## config.mk

```make
export PLATFORM = sky130hd
export DESIGN_NAME = bounded_deque
export DESIGN_NICKNAME = d
export VERILOG_FILES = /design/src/rtl/core/bdq_pkg.sv /design/src/rtl/core/bdq_cell.sv /design/src/rtl/core/bounded_deque.sv
export SDC_FILE = /design/constraint.sdc
export NUM_CORES = 1
export LEC_CHECK = 0
export BUFFER_PORTS_ARGS = -buffer_cell sky130_fd_sc_hd__buf_2
export CAP_MARGIN = 20
export CORE_ASPECT_RATIO = 1.75
export CORE_UTILIZATION = 43
export CTS_CLUSTER_SIZE = 20
export DETAILED_ROUTE_END_ITERATION = 6
export PLACE_DENSITY = 0.66
export SLEW_MARGIN = 20
export SYNTH_ARGS = -nofsm -noshare
export SYNTH_HDL_FRONTEND = slang
export SYNTH_SLANG_ARGS = --single-unit
```

## constraint.sdc

```tcl
create_clock -name clk -period 5.21 [get_ports clk]
set_input_delay 0.7815 -clock clk [delete_from_list [all_inputs] [get_ports clk]]
set_output_delay 0.7815 -clock clk [all_outputs]
set_load 0.01 [all_outputs]
```

## src/rtl/core/bdq_pkg.sv

```systemverilog
`timescale 1ns / 1ps
// ----------------------------------------------------------------------------
// bdq_pkg: shared definitions for the bounded deque
// Sizes, request codes, cell control and output word formatting.
// ----------------------------------------------------------------------------
package bdq_pkg;

  localparam int DEPTH     = 16;
  localparam int WORD_BITS = 32;
  localparam int DATA_W    = 32;
  localparam int CAP_W     = 5;
  localparam int OCC_W     = 5;
  localparam int KIND_W    = 3;
  localparam int IDX_W     = (DEPTH > 1) ? $clog2(DEPTH) : 1;
  localparam int CNT_W     = $clog2(DEPTH + 1);
  localparam int CMP_W     = (CAP_W > CNT_W) ? CAP_W : CNT_W;

  typedef enum logic [KIND_W-1:0] {
    KIND_PUSH_FRONT = 3'd0,
    KIND_PUSH_REAR  = 3'd1,
    KIND_POP_FRONT  = 3'd2,
    KIND_POP_REAR   = 3'd3,
    KIND_PEEK_FRONT = 3'd4,
    KIND_PEEK_REAR  = 3'd5
  } kind_t;

  typedef struct packed {
    logic shift_in;
    logic shift_out;
    logic load;
  } cell_ctl_t;

  function automatic logic [DATA_W-1:0] word_out(input logic [WORD_BITS-1:0] w);
    logic signed [WORD_BITS-1:0] s;
    s = w;
    return DATA_W'(s);
  endfunction

endpackage

```

## src/rtl/core/bdq_cell.sv

```systemverilog
`timescale 1ns / 1ps
// ----------------------------------------------------------------------------
// bdq_cell: one storage cell of the deque chain
// Holds one word and takes it from its front neighbor, its rear neighbor or
// the pushed word, as its control tells it.
// ----------------------------------------------------------------------------
module bdq_cell (
  input  logic                           clk,
  input  bdq_pkg::cell_ctl_t             ctl,
  input  logic [bdq_pkg::WORD_BITS-1:0]  from_front,
  input  logic [bdq_pkg::WORD_BITS-1:0]  from_rear,
  input  logic [bdq_pkg::WORD_BITS-1:0]  load_word,
  output logic [bdq_pkg::WORD_BITS-1:0]  word
);

  always_ff @(posedge clk) begin
    if (ctl.shift_in) begin
      word <= from_front;
    end else if (ctl.shift_out) begin
      word <= from_rear;
    end else if (ctl.load) begin
      word <= load_word;
    end
  end

endmodule

```

## src/rtl/core/bounded_deque.sv

```systemverilog
`timescale 1ns / 1ps
// ----------------------------------------------------------------------------
// bounded_deque: bounded double-ended queue of signed words
// A chain of cells keeps the front entry in the first cell; front pushes and
// pops move the whole chain by one place, rear pushes load the cell after
// the last entry.
//
// Channel   Handshake                     Payload
// input     in_valid / in_stall           kind, value
// output    out_valid / out_stall         ok, data, occupancy, is_empty, is_full
// config    cfg_write                     cfg_data (capacity)
//
// Every request yields its result in the output register on the next cycle;
// one transaction can be accepted on every clock while the input is not stalled.
// The chain shifts in the same cycle a request is accepted, so there is no
// dependency stall between requests.
// Reset clears the entry count and the output valid flag and sets capacity
// to 16.
// The input stalls only while a result waits in the output register and the
// output is stalled.
// ----------------------------------------------------------------------------
module bounded_deque (
  input  logic                          clk,
  input  logic                          rst,
  input  logic                          cfg_write,
  input  logic [bdq_pkg::CAP_W-1:0]     cfg_data,
  input  logic                          in_valid,
  output logic                          in_stall,
  input  logic [bdq_pkg::KIND_W-1:0]    kind,
  input  logic signed [bdq_pkg::DATA_W-1:0] value,
  output logic                          out_valid,
  input  logic                          out_stall,
  output logic                          ok,
  output logic signed [bdq_pkg::DATA_W-1:0] data,
  output logic [bdq_pkg::OCC_W-1:0]     occupancy,
  output logic                          is_empty,
  output logic                          is_full
);

  logic [bdq_pkg::CAP_W-1:0]     capacity;
  logic [bdq_pkg::CNT_W-1:0]     count;
  logic [bdq_pkg::CNT_W-1:0]     count_next;
  logic [bdq_pkg::CMP_W-1:0]     cap_ext;
  logic [bdq_pkg::CMP_W-1:0]     cap_sat;
  logic [bdq_pkg::CMP_W-1:0]     count_ext;
  logic [bdq_pkg::CMP_W-1:0]     count_next_ext;
  logic [bdq_pkg::IDX_W-1:0]     rear_idx;
  logic [bdq_pkg::WORD_BITS-1:0] push_word;
  logic [bdq_pkg::WORD_BITS-1:0] words [bdq_pkg::DEPTH];
  bdq_pkg::cell_ctl_t            ctls  [bdq_pkg::DEPTH];
  logic                          accept;
  logic                          has_room;
  logic                          has_entry;
  logic                          do_push_front;
  logic                          do_push_rear;
  logic                          do_pop_front;
  logic                          ok_next;
  logic [bdq_pkg::DATA_W-1:0]    data_next;

  assign in_stall  = out_valid && out_stall;
  assign accept    = in_valid && !in_stall;
  assign push_word = bdq_pkg::WORD_BITS'(value);

  assign cap_ext   = bdq_pkg::CMP_W'(capacity);
  assign cap_sat   = (cap_ext > bdq_pkg::CMP_W'(bdq_pkg::DEPTH)) ?
                     bdq_pkg::CMP_W'(bdq_pkg::DEPTH) : cap_ext;
  assign count_ext = bdq_pkg::CMP_W'(count);
  assign has_room  = count_ext < cap_sat;
  assign has_entry = count != '0;
  assign rear_idx  = bdq_pkg::IDX_W'(count - bdq_pkg::CNT_W'(1));

  always_comb begin
    do_push_front = 1'b0;
    do_push_rear  = 1'b0;
    do_pop_front  = 1'b0;
    ok_next       = 1'b0;
    data_next     = '0;
    count_next    = count;
    case (kind)
      bdq_pkg::KIND_PUSH_FRONT: begin
        if (has_room) begin
          do_push_front = 1'b1;
          ok_next       = 1'b1;
          count_next    = count + bdq_pkg::CNT_W'(1);
        end
      end
      bdq_pkg::KIND_PUSH_REAR: begin
        if (has_room) begin
          do_push_rear = 1'b1;
          ok_next      = 1'b1;
          count_next   = count + bdq_pkg::CNT_W'(1);
        end
      end
      bdq_pkg::KIND_POP_FRONT, bdq_pkg::KIND_PEEK_FRONT: begin
        if (has_entry) begin
          ok_next   = 1'b1;
          data_next = bdq_pkg::word_out(words[0]);
          if (kind == bdq_pkg::KIND_POP_FRONT) begin
            do_pop_front = 1'b1;
            count_next   = count - bdq_pkg::CNT_W'(1);
          end
        end else begin
          data_next = '1;
        end
      end
      bdq_pkg::KIND_POP_REAR, bdq_pkg::KIND_PEEK_REAR: begin
        if (has_entry) begin
          ok_next   = 1'b1;
          data_next = bdq_pkg::word_out(words[rear_idx]);
          if (kind == bdq_pkg::KIND_POP_REAR) begin
            count_next = count - bdq_pkg::CNT_W'(1);
          end
        end else begin
          data_next = '1;
        end
      end
      default: begin
        ok_next = 1'b0;
      end
    endcase
  end

  assign count_next_ext = bdq_pkg::CMP_W'(count_next);

  for (genvar i = 0; i < bdq_pkg::DEPTH; i++) begin : g_cell
    logic [bdq_pkg::WORD_BITS-1:0] from_front;
    logic [bdq_pkg::WORD_BITS-1:0] from_rear;

    if (i == 0) begin : g_first
      assign from_front = push_word;
    end else begin : g_mid
      assign from_front = words[i-1];
    end

    if (i == bdq_pkg::DEPTH - 1) begin : g_last
      assign from_rear = words[i];
    end else begin : g_inner
      assign from_rear = words[i+1];
    end

    assign ctls[i].shift_in  = accept && do_push_front;
    assign ctls[i].shift_out = accept && do_pop_front;
    assign ctls[i].load      = accept && do_push_rear &&
                               (count == bdq_pkg::CNT_W'(i));

    bdq_cell u_cell (
      .clk        (clk),
      .ctl        (ctls[i]),
      .from_front (from_front),
      .from_rear  (from_rear),
      .load_word  (push_word),
      .word       (words[i])
    );
  end

  always_ff @(posedge clk) begin
    if (rst) begin
      capacity <= bdq_pkg::CAP_W'(16);
    end else if (cfg_write) begin
      capacity <= cfg_data;
    end
  end

  always_ff @(posedge clk) begin
    if (rst) begin
      count     <= '0;
      out_valid <= 1'b0;
    end else begin
      if (accept) begin
        count     <= count_next;
        out_valid <= 1'b1;
      end else if (!out_stall) begin
        out_valid <= 1'b0;
      end
    end
  end

  always_ff @(posedge clk) begin
    if (accept) begin
      ok        <= ok_next;
      data      <= data_next;
      occupancy <= bdq_pkg::OCC_W'(count_next);
      is_empty  <= (count_next == '0);
      is_full   <= (count_next_ext >= cap_sat);
    end
  end

  assert property (@(posedge clk) disable iff (rst)
    count_ext <= bdq_pkg::CMP_W'(bdq_pkg::DEPTH))
    else $error("Entry count exceeds the storage depth.");

  assert property (@(posedge clk) disable iff (rst)
    out_valid |-> (is_empty == (occupancy == '0)))
    else $error("Empty flag disagrees with the reported occupancy.");

  assert property (@(posedge clk) disable iff (rst)
    (accept && (do_push_front || do_push_rear)) |=>
      (count == $past(count) + bdq_pkg::CNT_W'(1)) && ok)
    else $error("Successful push did not raise the entry count by one.");

  assert property (@(posedge clk) disable iff (rst)
    (accept && !ok_next) |=> (count == $past(count)))
    else $error("Failed transaction changed the entry count.");

endmodule

```

==> summary.txt, run 1 <==
STA
  • Final hold vios: 0
  • Max transition margin: 25.2%
  • Final period util: 82.1%
  • Fin. max-slew vios: 0
  • Final worst path period need: 4.28 ns
  • Max Fclk: 234 MHz
  • Setup-failing EPs final: 0
  • RSZ-0062 raised after global routing: no
  • Skew final: 0.0254 ns
  • Actual slew at the worst max-slew pin: 1.12 ns
  • Setup TNS: 0 ns
  • Fin worst setup slack: a little over 0.9 ns

Layout
  • Fin nets: approximately 1.8k
  • Post-route cell area: 31000 sq um
  • Layout cells sized above 1: 22.3%
  • Synthesis-to-finish area growth: 9.64%
  • Final Util: 47.6%

Routing
  • Antenna-violating nets left: 0
  • Total vias in the final route: 19.1k
  • WL final: 80.4 mm
  • First-pass DRT Iterations: 6
  • Via/cell ratio: 7.29
  • DR iter-0 viols: 2865
  • DRC Markers: 0
  • Drt wl/cell: ~31 um

Logic synthesis
  • Synth Area in Adders: less than 1%
  • Distinct cells, synth: 49
  • Post-synth ARST share: 0%
  • Synthesized cell area: 28300 sq um
  • Compound-gate portion of the synthesized area: ~18%
  • Share of the synthesized area in the top cell type: 58.6%
  • Simple-gate share of the synthesized area: 4.58%
  • Synth Flop Type: edfxtp_1
  • XOR/XNOR Fraction of Synth Area: 0.0619%
  • Total number of yosys warnings: 0
  • Main combinational cell family by area after synthesis: compound AO/OA/AOI/OAI gates
  • Mapped Nets: around 1.9k
  • Syn avg cell area: 15.6 sq um
  • Top cells by area, synth: edfxtp_1, a221o_1, mux4_2
  • Mapped Cells: 1819
  • Multiplexer share of the synthesized area: 12.9%
  • Sequential area share after synthesis: ~59%
  • Area leader, netlist: edfxtp_1
  • Number of synthesized flops with an enable pin: approximately 550
  • Flip-flop and latch count after synthesis: 563

CTS
  • Hold Buf Count CTS: 0
  • CTS tree: done
  • Num CTS Buffers: 49
  • Clk Latency, worst-skew pair: 0.60 ns
  • Root buf cell: clkbuf_16
  • Clk pin slew, worst setup/hold paths: 0.07 ns
  • H-tree levels: 2
  • Setup bufs post-CTS: 0
  • Clock Sinks: 563
  • Cts repair resizes: 0
  • Deepest clock path buffer count: 3

Floorplan
  • FP Rows: 124
  • I/O pin count: 87
  • Core area: 65200 sq um
  • Die Wd: around 200 um
  • Die area: 66900 sq um
  • Initial core utilization: 43.4%
  • Die height: 341 um

Placed design
  • Post-DP HPWL: 45.3 mm
  • Worst slack, placed: 0.903 ns
  • PortBufs: 86
  • Placer Congestion: ~0.84
  • Post-place instance area: 29400 sq um

Power and ir drop
  • Tot Pwr: approximately 11000 uW
  • Lkg Pwr: 0.0103 uW
  • Worst IR Drop VDD: 210 uV
  • Cell area power density: 355 nW/um^2

Setup path
  • Setup CP Type: register to register
  • Startpoint Class: register
  • Element type at the critical path end: register
  • Critical Path RT: 5.56 ns
  • CP arrival: 4.62 ns
  • Crit Path Max Fanout: 37

Global routing
  • Total gr overflow: 0
  • First-pass GRT wire length: 121 mm
  • Initial antenna violation count: 7
  • GRT Total Usage: 23.8%
  • Pin count of the biggest net entering global routing: between 100 and 150
  • Vias in the first global route: roughly 19k

Worst hold path
  • Worst hold path type: primary input to register

Status
  • Outcome: completed

Job
  • Max-Cap Viols: 0
## state kept, by name (all words and copies together) (netlist names)
register and flops:
cap_ext 5, g_cell.u_cell.word 512, data 32, out_valid 1
is_empty 1, count 5, ok 1, occupancy 5
is_full 1
## through the flow
stage	instances	hold slack, ns
CTS	2621	0.398
global route	2621	0.424
global placement	2534	0.490
floorplan	1819	0.461
detailed placement	2534	0.493
finish	2622	0.427
## synthesized netlist by cell type, types with 2 or more instances
master / n
nor3b_1: 4
ha_1: 16
and3_1: 33
nand4_1: 2
nor3_1: 9
o31a_1: 2
clkbuf_1: 165
a41o_1: 3
and2_1: 3
mux2i_1: 5
nand2_1: 202
o21ai_0: 6
nor2_1: 15
a21o_1: 14
buf_6: 21
nand2b_1: 4
nor4_1: 5
mux4_2: 160
a311o_1: 3
xnor2_1: 2
a311oi_1: 3
dfxtp_1: 11
inv_1: 14
a21oi_1: 6
nor2b_1: 2
buf_1: 13
a221o_1: 480
or3_1: 2
buf_2: 41
edfxtp_1: 552
nor4b_1: 3
## layer usage
| metal | share of wire [%] | global-route usage, % |
|---|---|---|
| met1 | 38 | 31.8 |
| met2 | 49 | 39.2 |
| met3 | 9.2 | 3.77 |
| met4 | 3.6 | 9.11 |
| met5 | 0.086 | 0 |
## area by class of cell
class,instances,area [sq um]
well taps,819,1020
inverters,14,52.6
multi-input cells,1001,10400
diodes,1,2.50
repair buffers,137,1060
fillers,5446,34100
clock inverters,30,348
flip-flops and latches,563,16800
clock buffers,57,1300
## placed cells by master, fill, tap and decap left out, types with 3 or more instances in the layout
cell       count
and3_1        33
clkbuf_16     51
mux4_2       160
a21oi_4        3
nor4_1         5
o21ai_0        5
buf_2         86
nor3_1         8
edfxtp_1     552
clkinv_2      10
clkinv_1       9
nand2_1      202
ha_1          15
a311oi_1       3
buf_4         31
clkbuf_1       6
nor2_1        14
buf_12        20
mux2i_1        5
a311o_1        3
a221o_1      480
nor3b_1        4
bufinv_16      8
inv_1         13
a21o_2        11
nand2b_1       4
a21oi_1        3
a41o_2         3
dfxtp_1       10
a21o_1         3
nor4b_1        3
## path summary, 6_finish.rpt
kind	startpoint	to	slack [ns]	cells past startpoint
min	in_valid	out_valid	0.43	2
min reg2reg	cap_ext[1]	cap_ext[1]	0.51	2
max reg2reg	count[0]	is_full	0.93	12
max	count[0]	is_full	0.93	12
## worst max-delay path, cell delays in order (launching register included)
cell and delay [ns]:
dfxtp_4 0.84, inv_1 0.27, ha_4 0.26, or4b_1 0.27, nand3_1 0.26, a311o_1 0.40
a311oi_1 0.39, ha_1 0.30, nand2b_1 0.15, a21o_1 0.17, a21o_1 0.18, maj3_1 0.36
a21o_1 0.18
## report_power, final
group          leakage (uW)  internal (uW)  switching [uW]
logic               0.00438            767             910
clock network      0.000807           2180            1730
registers           0.00515           5270             158
total                0.0103           8210            2790
## kinds of logic after synthesis
logic type / count (synthesis)
flops: 563
compound gates: 526
simple gates: 291
buf+inv: 255
mux: 165
fa+ha+maj: 17
xor+xnor: 2
Power figures use the tool's default switching activity.
==> run 2: changes to the inputs <==
--- a/config.mk
+++ b/config.mk
@@ -5,6 +5,7 @@
 export SDC_FILE = /design/constraint.sdc
 export NUM_CORES = 1
 export LEC_CHECK = 0
+export ABC_AREA = 1
 export BUFFER_PORTS_ARGS = -buffer_cell sky130_fd_sc_hd__buf_2
 export CAP_MARGIN = 20
 export CORE_ASPECT_RATIO = 1.75
==> constraint.sdc (replaced) <==
create_clock -name clk -period 4.2 [get_ports clk]
set_input_delay 0.63 -clock clk [delete_from_list [all_inputs] [get_ports clk]]
set_output_delay 0.63 -clock clk [all_outputs]
set_load 0.01 [all_outputs]
==> run 2 against run 1 <==
Compared with the run above:
- the flow now finishes with violations (DRC)
- synthesized cell count up 93%
- clock power is 22% higher
- synthesized area rose by 6.8%
- total power is 28% higher
- hold slack worse by 0.20 ns
- first-iteration DRC count increased by 13%
- worst setup slack got worse by 0.42 ns
- highest routed layer unchanged
- die area rose by 6.7%
- utilization barely moved
- sequential power increased by 24%
- via count rose by 39%
==> summary.txt, run 2 <==
Status
  • Outcome: complete, but fails checks
  • Failing checks: DRC

Logic synthesis
  • Simple-gate share of the synthesized area: 29.6%
  • Main combinational cell family by area after synthesis: simple AND/OR/NAND/NOR gates
  • Area leader, netlist: edfxtp_1
  • Multiplexer share of the synthesized area: 0%
  • Compound-gate portion of the synthesized area: 9.00%
  • Share of the synthesized area in the top cell type: 54.8%
  • Post-synth ARST share: 0%
  • Number of synthesized flops with an enable pin: 552
  • Total number of yosys warnings: 0
  • Distinct cells, synth: 34
  • Sequential area share after synthesis: 55.6%
  • Most frequent cells after synthesis: nand2_1, nand3_1, edfxtp_1
  • Most frequent cell after synthesis: nand2_1
  • Mapped Cells: 3517
  • Flip-flop and latch count after synthesis: 563
  • Mapped Nets: between 3k and 4k
  • Syn avg cell area: about 8.6 sq um
  • Synth Flop Type: edfxtp_1
  • Top cells by area, synth: edfxtp_1, nand2_1, nand3_1
  • Synthesized cell area: roughly 30000 sq um
  • XOR/XNOR Fraction of Synth Area: 0.0580%
  • Synth Area in Adders: less than 1%

CTS
  • Clock Sinks: 563
  • Clk pin slew, worst setup/hold paths: around 0.070 ns
  • CTS tree: done
  • Cts repair resizes: 0
  • H-tree levels: 2
  • Hold Buf Count CTS: 0
  • Root buf cell: clkbuf_16
  • Setup bufs post-CTS: 0
  • Deepest clock path buffer count: 3
  • Num CTS Buffers: 50
  • Clk Latency, worst-skew pair: roughly 0.63 ns

Placed design
  • Worst slack, placed: 0.579 ns
  • Post-DP HPWL: between 50 and 60 mm
  • Placer Congestion: 0.877
  • PortBufs: 86

Global routing
  • GRT Total Usage: 27.0%
  • Initial antenna violation count: 2
  • Pin count of the biggest net entering global routing: about 210
  • Vias in the first global route: 25.4k
  • First-pass GRT wire length: between 150 and 200 mm
  • Total gr overflow: 0

Routing
  • Drt wl/cell: 22.3 um
  • Via/cell ratio: 6.04
  • Antenna-violating nets left: 0
  • DRC Markers: 2
  • First-pass DRT Iterations: 7
  • Total vias in the final route: 26.6k
  • WL final: about 98 mm
  • DR iter-0 viols: 3226

Worst hold path
  • Worst hold endpoint: cap_ext[4]
  • Hold path start: cfg_data[4]
  • Hold depth: 3
  • Worst hold path type: primary input to register

Setup path
  • Critical Path RT: 4.66 ns
  • Critical R2R Launch: count[1]
  • R2R cell count: 13
  • Setup CP Type: register to register
  • Startpoint Class: register
  • Crit Path Max Fanout: 26
  • CP arrival: 4.15 ns
  • Flop-to-flop setup slack: 0.51 ns
  • R2R Path End: g_cell[2].u_cell.word[16]
  • Element type at the critical path end: register

STA
  • Skew final: 0.0306 ns
  • Fin worst setup slack: 0.506 ns
  • Max transition margin: 13.0%
  • Final worst path period need: 3.69 ns
  • Max Fclk: 271 MHz
  • Actual slew at the worst max-slew pin: approximately 1.3 ns
  • Final period util: 87.9%
  • Setup-failing EPs final: 0
  • RSZ-0062 raised after global routing: no
  • Fin. max-slew vios: 0
  • Final hold vios: 0

Layout
  • Most common cell after layout, fill and taps aside: nand2_1
  • Layout cells sized above 1: 7.87%
  • Most frequent cells in the layout: nand2_1, nand3_1, edfxtp_1
  • Largest registers: g_cell.u_cell.word x512, data x32
  • Register with the most flip-flops: g_cell.u_cell.word
  • Largest register FFs: 512
  • Synthesis-to-finish area growth: 9.48%
  • Final Util: ~48%
  • Fin nets: 3502

Power and ir drop
  • Worst IR Drop VDD: 345 uV
  • Lkg Pwr: about 0.012 uW
  • Cell area power density: 426 nW/um^2

Floorplan
  • Initial core utilization: 43.5%
  • Die Wd: 202 um
  • Die height: ~350 um
  • Die area: 71400 sq um
  • I/O pin count: slightly below 90
  • FP Rows: about 130
  • Core area: 69500 sq um

Job
  • Max-Cap Viols: 0
==> run 2: changes by cell type after synthesis, moves of 14 or more <==
cell | previous run | this run
buf_2 | 41 | 27
inv_1 | 14 | 70
and3_1 | 33 | 0
nand2_1 | 202 | 1282
mux4_2 | 160 | 0
o21ai_0 | 6 | 275
nor2_1 | 15 | 277
nand2_4 | 0 | 14
clkbuf_1 | 165 | 190
o221ai_1 | 0 | 125
a21o_1 | 14 | 0
a221o_1 | 480 | 0
nand3_1 | 1 | 557
==> run 2: final cells by class <==
class / instances / area, sq um
inverters: 77 / 304
clock buffers: 60 / 1290
clock inverters: 32 / 323
diodes: 5 / 12.5
fillers: 6721 / 36400
repair buffers: 144 / 1100
flip-flops and latches: 563 / 16800
multi-input cells: 2605 / 12100
well taps: 910 / 1140
==> run 2: layer usage <==
metal	track usage [%]	routed length (um)	up-vias
li1	-	-	12000
met1	35.1	36600	12900
met2	44.9	47100	1469
met3	2.98	9680	257
met4	12.9	4750	2
met5	0	11	-
==> run 2: cells by family (layout without fill, tap and decap cells) <==
kind of cell	Yosys count	after routing
compound gates	438	438
xor+xnor	2	2
fa+ha+maj	16	16
buf+inv	349	313
flops	563	563
other cells	0	5
simple gates	2149	2149
==> run 2: how the worst max path moves through the flow <==
stage                    start                        end  slack [ns]  depth (start not counted)
floorplan           cap_ext[4]   g_cell[1].u_cell.word[0]       -0.28                         11
CTS                   count[1]  g_cell[2].u_cell.word[16]        0.53                         13
finish                count[1]  g_cell[2].u_cell.word[16]        0.51                         13
global placement      count[1]  g_cell[2].u_cell.word[25]        0.66                         13
detailed placement    count[1]  g_cell[2].u_cell.word[16]        0.58                         13
global route          count[1]  g_cell[2].u_cell.word[16]        0.28                         13
==> run 2: stage by stage <==
| step | hold slack [ns] | cell area [sq um] | total power, uW | TNS (ns) | cells |
|---|---|---|---|---|---|
| 2_1_floorplan | 0.449 | 30200 | 8420 | -110.25 | 3517 |
| 3_3_place_gp | 0.491 | 31500 | 9350 | 0 | 4298 |
| 3_5_place_dp | 0.480 | 31500 | 9390 | 0 | 4299 |
| 4_1_cts | 0.224 | 33100 | 14100 | 0 | 4391 |
| 5_1_grt | 0.241 | 33100 | 14500 | 0 | 4391 |
| 6_report | 0.231 | 33100 | 14100 | 0 | 4396 |
==> run 2: critical path, stage by stage (launching register included) <==
cell	delay [ns]
dfxtp_1	0.37
inv_1	0.24
ha_4	0.17
inv_1	0.03
nor2_1	0.20
nand2_2	0.17
nand2_1	0.16
nor3_2	0.10
inv_4	0.06
nand2_1	0.08
inv_4	0.37
buf_4	0.74
nand2_1	0.55
o211ai_1	0.24
==> run 2: power by group <==
part	leakage (uW)	total, uW	internal, uW	switching (uW)
sequential	0.00516	6740	6560	179
clock	0.000792	4770	2570	2200
combinational	0.00584	2580	719	1860
total	0.0118	14100	9850	4240
